[config.mk]
export PLATFORM = sky130hd
export DESIGN_NAME = multi_stop_color_gradient
export DESIGN_NICKNAME = d
export VERILOG_FILES = /design/src/design/mscg_pkg.sv /design/src/design/multi_stop_color_gradient.sv /design/src/design/mscg_front.sv /design/src/design/mscg_engine.sv
export SDC_FILE = /design/constraint.sdc
export NUM_CORES = 2
export LEC_CHECK = 0
export BUFFER_PORTS_ARGS = -buffer_cell sky130_fd_sc_hd__buf_2
export CORE_ASPECT_RATIO = 1.75
export CORE_UTILIZATION = 60
export DETAILED_ROUTE_END_ITERATION = 8
export PLACE_DENSITY_LB_ADDON = 0.3
export SYNTH_ARGS = -nofsm -noshare
export SYNTH_HDL_FRONTEND = slang
export SYNTH_HIERARCHICAL = 1
export SYNTH_SLANG_ARGS = --single-unit
[constraint.sdc]
create_clock -name clk -period 12 [get_ports clk]
set_clock_uncertainty 0.2 [all_clocks]
set_input_delay 0.6 -clock clk [delete_from_list [all_inputs] [get_ports clk]]
set_output_delay 0.6 -clock clk [all_outputs]
set_load 0.02 [all_outputs]
[src/design/mscg_pkg.sv]
// Package for the multi-stop colour gradient: request and status codes,
// default sizes and the request descriptor passed from the front to the engine.
// No dependencies.
package mscg_pkg;

  localparam int DefMaxStops    = 16;
  localparam int DefPositionBits = 16;

  localparam logic [1:0] REQ_ADD    = 2'd0;
  localparam logic [1:0] REQ_SET    = 2'd1;
  localparam logic [1:0] REQ_LOOKUP = 2'd2;
  localparam logic [1:0] REQ_CLEAR  = 2'd3;

  localparam logic [2:0] ST_OK     = 3'd0;
  localparam logic [2:0] ST_DUP    = 3'd1;
  localparam logic [2:0] ST_FULL   = 3'd2;
  localparam logic [2:0] ST_BADIDX = 3'd3;
  localparam logic [2:0] ST_EMPTY  = 3'd4;

  typedef struct packed {
    logic [1:0]  req_type;
    logic [3:0]  stop_index;
    logic [31:0] color;
  } req_desc_t;

endpackage

[src/design/multi_stop_color_gradient.sv]
// Top level of the multi-stop colour gradient: front queue and engine.
// Depends on mscg_pkg, mscg_front and mscg_engine.
//
//   channel | handshake          | fields
//   input   | in_valid/in_stall  | req_type stop_index position in_alpha in_red in_green in_blue
//   output  | out_valid/out_stall| out_alpha out_red out_green out_blue status stop_count
//           |                    | is_translucent
//
// Clear and bad-index set go straight to the result, set first writes the table; add and
// lookup scan one stop a cycle, and a blended lookup then loads the upper stop, divides and blends.
// The divider yields one fraction bit a cycle; the blender one channel a cycle.
// rst is synchronous and empties the table and queue; table contents are not cleared.
// A stalled output holds the next result; the two-entry queue takes requests until full.
module multi_stop_color_gradient import mscg_pkg::*; #(
  parameter int MAX_STOPS     = DefMaxStops,
  parameter int POSITION_BITS = DefPositionBits
) (
  input  logic        clk,
  input  logic        rst,
  input  logic        in_valid,
  output logic        in_stall,
  input  logic [1:0]  req_type,
  input  logic [3:0]  stop_index,
  input  logic [15:0] position,
  input  logic [7:0]  in_alpha,
  input  logic [7:0]  in_red,
  input  logic [7:0]  in_green,
  input  logic [7:0]  in_blue,
  output logic        out_valid,
  input  logic        out_stall,
  output logic [7:0]  out_alpha,
  output logic [7:0]  out_red,
  output logic [7:0]  out_green,
  output logic [7:0]  out_blue,
  output logic [2:0]  status,
  output logic [4:0]  stop_count,
  output logic        is_translucent
);

  logic                     q_valid, q_pop;
  req_desc_t                q_desc;
  logic [POSITION_BITS-1:0] q_pos;

  mscg_front #(.POSITION_BITS(POSITION_BITS)) u_front (
    .clk, .rst, .in_valid, .in_stall, .req_type, .stop_index, .position,
    .in_alpha, .in_red, .in_green, .in_blue, .q_valid, .q_desc, .q_pos, .q_pop
  );

  mscg_engine #(.MAX_STOPS(MAX_STOPS), .POSITION_BITS(POSITION_BITS)) u_engine (
    .clk, .rst, .q_valid, .q_desc, .q_pos, .q_pop, .out_valid, .out_stall,
    .out_alpha, .out_red, .out_green, .out_blue, .status, .stop_count, .is_translucent
  );

endmodule

[src/design/mscg_front.sv]
// Front of the gradient block: accepts requests, clamps the position, packs
// the colour and holds them in a two-entry queue. Depends on mscg_pkg.
module mscg_front import mscg_pkg::*; #(
  parameter int POSITION_BITS = DefPositionBits
) (
  input  logic                     clk,
  input  logic                     rst,
  input  logic                     in_valid,
  output logic                     in_stall,
  input  logic [1:0]               req_type,
  input  logic [3:0]               stop_index,
  input  logic [15:0]              position,
  input  logic [7:0]               in_alpha,
  input  logic [7:0]               in_red,
  input  logic [7:0]               in_green,
  input  logic [7:0]               in_blue,
  output logic                     q_valid,
  output req_desc_t                q_desc,
  output logic [POSITION_BITS-1:0] q_pos,
  input  logic                     q_pop
);

  localparam logic [23:0] PosMax = 24'((64'd1 << POSITION_BITS) - 64'd1);

  req_desc_t                desc_q [2];
  logic [POSITION_BITS-1:0] pos_q  [2];
  logic                     wp, rp;
  logic [1:0]               fill;
  logic [23:0]              pos_ext;
  logic [POSITION_BITS-1:0] pos_c;
  logic                     push, pop;

  assign pos_ext  = 24'(position);
  assign pos_c    = (pos_ext > PosMax) ? PosMax[POSITION_BITS-1:0]
                                       : pos_ext[POSITION_BITS-1:0];
  assign in_stall = (fill == 2'd2);
  assign push     = in_valid && !in_stall;
  assign pop      = q_pop && q_valid;
  assign q_valid  = (fill != 2'd0);
  assign q_desc   = desc_q[rp];
  assign q_pos    = pos_q[rp];

  always_ff @(posedge clk) begin
    if (push) begin
      desc_q[wp] <= '{req_type: req_type, stop_index: stop_index,
                      color: {in_alpha, in_red, in_green, in_blue}};
      pos_q[wp]  <= pos_c;
    end
    if (rst) begin
      wp   <= 1'b0;
      rp   <= 1'b0;
      fill <= 2'd0;
    end else begin
      if (push) wp <= ~wp;
      if (pop)  rp <= ~rp;
      fill <= fill + 2'(push) - 2'(pop);
    end
  end

endmodule

[src/design/mscg_engine.sv]
// Back of the gradient block: stop table, scan sequencer, divider, blender
// and the result register. Depends on mscg_pkg.
module mscg_engine import mscg_pkg::*; #(
  parameter int MAX_STOPS     = DefMaxStops,
  parameter int POSITION_BITS = DefPositionBits
) (
  input  logic                     clk,
  input  logic                     rst,
  input  logic                     q_valid,
  input  req_desc_t                q_desc,
  input  logic [POSITION_BITS-1:0] q_pos,
  output logic                     q_pop,
  output logic                     out_valid,
  input  logic                     out_stall,
  output logic [7:0]               out_alpha,
  output logic [7:0]               out_red,
  output logic [7:0]               out_green,
  output logic [7:0]               out_blue,
  output logic [2:0]               status,
  output logic [4:0]               stop_count,
  output logic                     is_translucent
);

  localparam int IW = (MAX_STOPS > 1) ? $clog2(MAX_STOPS) : 1;
  localparam int CW = $clog2(MAX_STOPS + 1);
  localparam int PB = POSITION_BITS;

  typedef enum logic [3:0] {
    S_IDLE, S_SCAN, S_EXEC, S_SETW, S_LOADHI, S_DIVPREP, S_DIV, S_BLEND, S_FINISH
  } state_t;

  state_t         state;
  logic [PB-1:0]  pos_mem [MAX_STOPS];
  logic [31:0]    col_mem [MAX_STOPS];
  logic [CW-1:0]  n, trans_cnt, i, hit;
  logic           equal;
  req_desc_t      cur;
  logic [PB-1:0]  p, lo_pos, hi_pos, d, r;
  logic [31:0]    lo_col, hi_col, res_col;
  logic [15:0]    q, frac;
  logic [3:0]     div_cnt;
  logic [1:0]     ch;
  logic [2:0]     st;
  logic [CW-1:0]  hm1, nm1;
  logic [PB:0]    r2;
  logic signed [8:0]  diff;
  logic signed [26:0] prod;
  logic [7:0]     byte_v;
  logic           new_tr, old_tr;

  assign q_pop  = (state == S_IDLE) && q_valid;
  assign hm1    = hit - 1'b1;
  assign nm1    = n - 1'b1;
  assign r2     = {r, 1'b0};
  assign diff   = $signed({1'b0, hi_col[8*ch +: 8]}) - $signed({1'b0, lo_col[8*ch +: 8]});
  assign prod   = diff * $signed({1'b0, frac, 1'b0}) ;
  assign byte_v = lo_col[8*ch +: 8] + 8'(prod >>> 17);
  assign new_tr = (cur.color[31:24] != 8'hFF);
  assign old_tr = (col_mem[cur.stop_index[IW-1:0]][31:24] != 8'hFF);

  always_ff @(posedge clk) begin
    if (rst) begin
      state     <= S_IDLE;
      n         <= '0;
      trans_cnt <= '0;
      out_valid <= 1'b0;
    end else begin
      if (out_valid && !out_stall && state != S_FINISH) out_valid <= 1'b0;
      unique case (state)
        S_IDLE: begin
          if (q_valid) begin
            cur     <= q_desc;
            p       <= q_pos;
            i       <= '0;
            equal   <= 1'b0;
            st      <= ST_OK;
            res_col <= '0;
            unique case (q_desc.req_type)
              REQ_ADD, REQ_LOOKUP: state <= S_SCAN;
              REQ_SET: begin
                if (32'(q_desc.stop_index) >= 32'(n)) begin
                  st    <= ST_BADIDX;
                  state <= S_FINISH;
                end else begin
                  state <= S_SETW;
                end
              end
              default: begin
                n         <= '0;
                trans_cnt <= '0;
                state     <= S_FINISH;
              end
            endcase
          end
        end
        S_SCAN: begin
          if (i == n) begin
            hit   <= n;
            state <= S_EXEC;
          end else if (pos_mem[i[IW-1:0]] == p) begin
            hit   <= i;
            equal <= 1'b1;
            state <= S_EXEC;
          end else if (pos_mem[i[IW-1:0]] > p) begin
            hit   <= i;
            state <= S_EXEC;
          end else begin
            i <= i + 1'b1;
          end
        end
        S_EXEC: begin
          state <= S_FINISH;
          if (cur.req_type == REQ_ADD) begin
            if (equal) begin
              st <= ST_DUP;
            end else if (32'(n) >= MAX_STOPS) begin
              st <= ST_FULL;
            end else begin
              for (int k = 1; k < MAX_STOPS; k++) begin
                if (k > int'(hit)) begin
                  pos_mem[k] <= pos_mem[k-1];
                  col_mem[k] <= col_mem[k-1];
                end
              end
              pos_mem[hit[IW-1:0]] <= p;
              col_mem[hit[IW-1:0]] <= cur.color;
              n         <= n + 1'b1;
              trans_cnt <= trans_cnt + CW'(new_tr);
            end
          end else begin
            if (n == '0) begin
              st <= ST_EMPTY;
            end else if (equal || hit == '0) begin
              res_col <= col_mem[hit[IW-1:0]];
            end else if (hit >= n) begin
              res_col <= col_mem[nm1[IW-1:0]];
            end else begin
              lo_pos <= pos_mem[hm1[IW-1:0]];
              lo_col <= col_mem[hm1[IW-1:0]];
              state  <= S_LOADHI;
            end
          end
        end
        S_SETW: begin
          pos_mem[cur.stop_index[IW-1:0]] <= p;
          col_mem[cur.stop_index[IW-1:0]] <= cur.color;
          trans_cnt <= trans_cnt - CW'(old_tr) + CW'(new_tr);
          state     <= S_FINISH;
        end
        S_LOADHI: begin
          hi_pos <= pos_mem[hit[IW-1:0]];
          hi_col <= col_mem[hit[IW-1:0]];
          state  <= S_DIVPREP;
        end
        S_DIVPREP: begin
          ch <= 2'd0;
          if (hi_pos > lo_pos && p >= lo_pos) begin
            r       <= p - lo_pos;
            d       <= hi_pos - lo_pos;
            q       <= '0;
            div_cnt <= '0;
            state   <= S_DIV;
          end else begin
            frac  <= '0;
            state <= S_BLEND;
          end
        end
        S_DIV: begin
          if (r2 >= {1'b0, d}) begin
            r <= PB'(r2 - {1'b0, d});
            q <= {q[14:0], 1'b1};
          end else begin
            r <= r2[PB-1:0];
            q <= {q[14:0], 1'b0};
          end
          div_cnt <= div_cnt + 1'b1;
          if (div_cnt == 4'd15) begin
            frac  <= {q[14:0], (r2 >= {1'b0, d})};
            state <= S_BLEND;
          end
        end
        S_BLEND: begin
          res_col[8*ch +: 8] <= byte_v;
          ch <= ch + 1'b1;
          if (ch == 2'd3) state <= S_FINISH;
        end
        S_FINISH: begin
          if (!out_valid || !out_stall) begin
            out_valid      <= 1'b1;
            out_alpha      <= res_col[31:24];
            out_red        <= res_col[23:16];
            out_green      <= res_col[15:8];
            out_blue       <= res_col[7:0];
            status         <= st;
            stop_count     <= 5'(n);
            is_translucent <= (trans_cnt != '0);
            state          <= S_IDLE;
          end
        end
        default: state <= S_IDLE;
      endcase
    end
  end

endmodule
==> flow_metrics.py <==
metrics = {
    "route": {
        "drt_iter0_markers": 6263,
        "wire_per_inst_um": 36.1,
        "via_count": 49500,
        "wl_met2_mm": 113,
        "dr.pass1.iters": 6,
        "antenna_left": 0,
        "wl_met1_mm": 72.7,
        "drt-total-wl_mm": 239,
        "drc": 0,
        "top_layer_used": "met5",
        "wl_met3_mm": 26.9,
        "avgViaCountPerCell": 7.49,
    },
    "timing": {
        "min_period_ns": 10.44,
        "finalCritPeriodShare_pct": 87.0,
        "finalSetupViolations": 0,
        "slew_violations": 0,
        "fmax_mhz": 95.8,
        "tightest_slew_ns": 1.47,
        "max_slew_margin_pct": 1.74,
        "finalSetupTns_ns": 0,
        "final-hold-violation-count": 0,
        "rsz0062_at_grt": "false",
    },
    "critical_path": {
        "worst_path_most_repeated_cell": "fa_1",
        "cp-end-kind": "flip-flop",
        "worst_ep_arrival_time_ns": 10.82,
        "worstPathRequired_ns": 12.38,
        "crit_fanout": 20,
        "worst_r2r_path_depth": 35,
        "cpMaxStageDelayCell": "edfxtp_1",
        "crit_cells": 35,
        "max_stage_delay_ns": 0.90,
        "worst-path-buf-inv": 6,
        "critPathLaunchType": "flip-flop",
        "crit_family": "adder cells",
        "critPathKind": "reg2reg",
    },
    "clock_network": {
        "postCtsSetupBuffers": 0,
        "cts_sinks": 1214,
        "htree_levels": 3,
        "cts_buffers": 110,
        "cts.path.max_buffers": 3,
        "clkTransAtPathRegs_ns": 0.07,
        "cts_tree": "yes",
        "ctsRootBufferMaster": "clkbuf_16",
        "ctsResizeCount": 0,
        "insertion_delay_ns": 0.77,
    },
    "synth": {
        "synth_mux_area_share_pct": 31.3,
        "synth_top_family_by_area": "multiplexers",
        "async_flop_share_pct": 0,
        "yosys_warnings": 6,
        "synth_xor_xnor_area_share_pct": 0.916,
        "synth-simple-area-share_pct": 5.32,
        "synth-compound-area-share_pct": 4.86,
        "synth-seq-cells": 1214,
        "yosys.area_share.adder_pct": 5.67,
        "netlist_instances": 4882,
        "synth.avg_cell_area_um2": 15.2,
        "ys.flop_type": "edfxtp_1",
        "yosysUniqueCellTypes": 84,
        "syn-num-nets": 5214,
        "syn-cell-area_um2": 74200,
        "seq_area_frac_synth_pct": 48.7,
        "synth-edff-count": 1182,
    },
    "power_and_ir_drop": {
        "p_per_area_nw_per_um2": 158,
        "ir_worst_vdd_uv": 162,
        "power.total_mw": 12.8,
        "power_leakage_nw": 27.9,
    },
    "floorplan": {
        "boundaryPins": 101,
        "dieArea_um2": 125000,
        "fp.dieH_um": 467,
        "rows": 170,
        "start_util_pct": 60.5,
        "die_w_um": 268,
        "core_area_um2": 123000,
    },
    "finish": {
        "drive_above_1_share_pct": 35.5,
        "layout_commonest_cell": "edfxtp_1",
        "final_nets": 5204,
        "multi_input_area_um2": 36100,
        "seq_area_um2": 36200,
        "area.growth.synth_to_final_pct": 8.70,
        "final_cell_mix": "edfxtp_1 (1182), mux4_2 (706), mux2_2 (586), nand2_1 (266), o21ai_0 (228)",
        "nFillCells": 8579,
    },
    "global_routing": {
        "grt_pass1_wl_mm": 345,
        "grt_max_degree": 101,
        "antenna_found_initial": 15,
        "grt_pass1_vias": 50200,
        "overflow": 0,
        "grt_usage_pct": 39.1,
    },
    "outcome": {
        "outcome": "complete, no violations",
    },
    "min_path": {
        "min-delay-path-class": "in2reg",
        "min_path_cells": 4,
    },
    "place": {
        "io_buffer_count": 100,
        "place.gp.congestion": 0.994,
        "hpwl_mm": 150,
    },
    "run": {
        "cap_viol_max_count": 0,
    },
}
## area by class of cell
cell class,instances,area share (%)
inverter,188,0.878
antenna,5,0.0155
sequential,1214,44.8
clock inverter,73,1.07
tap,1634,2.53
timing repair buffer,262,2.34
clock buffer,136,3.60
multi-input combinational,3096,44.7
## per-stage QoR
step	setup WS, ns	hold slack [ns]	area, µm²	util, %	instances
2_1_floorplan	2.66	0.200	74200	-	4882
3_3_place_gp	1.83	0.206	76300	62.1	6336
3_5_place_dp	1.67	0.205	76300	62.1	6336
4_1_cts	1.59	0.0475	80600	65.7	6600
5_1_grt	0.895	0.102	80600	65.7	6604
6_report	1.56	0.108	80700	65.7	6608
## synth_stat cells (all sizes together), types with 7 or more instances
library cell  instances  share of area [%]
nor3b                18               0.18
edfxtp             1182                 48
fa                  104                2.8
a22oi                32               0.32
clkbuf              204                1.0
nand4                46               0.39
nand3                35               0.24
dfxtp                32               0.86
mux4                706                 21
and2                 69               0.58
nand2               286                1.4
nor3                 31               0.22
nor2b                55               0.47
and3                 27               0.23
nor4                 11               0.10
or2                   7              0.059
a21o                 28               0.28
o22ai                32               0.27
ha                  170                2.9
xor2                 24               0.28
a211oi               74               0.75
nand2b               45               0.38
or3                  14               0.12
a31oi                13               0.11
nor2                129               0.66
xnor2                51               0.60
inv                 186               0.94
buf                 180                1.2
a21oi               110               0.75
o21ai               237                1.6
mux2                607                9.3
o211ai                7              0.071
mux2i                44               0.59
o21a                 15               0.15
## worst register-to-register path, delay by kind of cell, from the launching register on
family,cells,cell delay [ns]
adders and majority gates,9,3.59
and+or+nand+nor,4,0.82
xor gates and xnor gates,2,0.59
DFF,1,0.90
buffers and inverters,6,0.59
AOI/OAI and AO/OA,13,3.09
muxes,1,0.50
## logic make-up after synthesis
| family | count (synthesis) |
|---|---|
| mux | 1357 |
| xor+xnor | 76 |
| fa+ha+maj | 274 |
| simple gates | 795 |
| buf+inv | 572 |
| compound gates | 594 |
| flops | 1214 |
## sequential cells by signal, summed over array words and instances (netlist names), 32 cells and up, named ones only
register / flops
u_engine/hi_col: 32
u_front/pos_q: 32
u_engine/cur: 38
u_engine/pos_mem: 256
u_front/desc_q: 76
u_engine/res_col: 32
u_engine/lo_col: 32
u_engine/col_mem: 512
## final timing paths
path | startpoint | endpoint | slack (ns)
worst max-delay path | u_engine/ch[1] | u_engine/res_col[22] | 1.56
worst min-delay path | in_valid | u_front/wp | 0.11
worst max register to register | u_engine/ch[1] | u_engine/res_col[22] | 1.56
worst min register to register | u_engine/st[2] | u_engine/status[2] | 0.22
## layer usage
layer | vias to the layer above | global-route usage (%)
met5 | - | 0
met1 | 25000 | 43.9
met3 | 1135 | 9.45
met2 | 3874 | 61.8
li1 | 19500 | -
met4 | 20 | 34.9
## what timing repair did
item	CTS	global route
setup endpoints to repair	0	0
hold endpoints to repair	109	0
hold buffers	55	0
## power breakdown
part           leakage (nW)  internal, mW  switching [mW]
clock network          1.82          2.09            1.67
registers              11.0          4.98           0.438
logic                  15.1          1.49            2.09
total                  27.9          8.56            4.20
No activity file was read; power rests on OpenSTA's default activity.
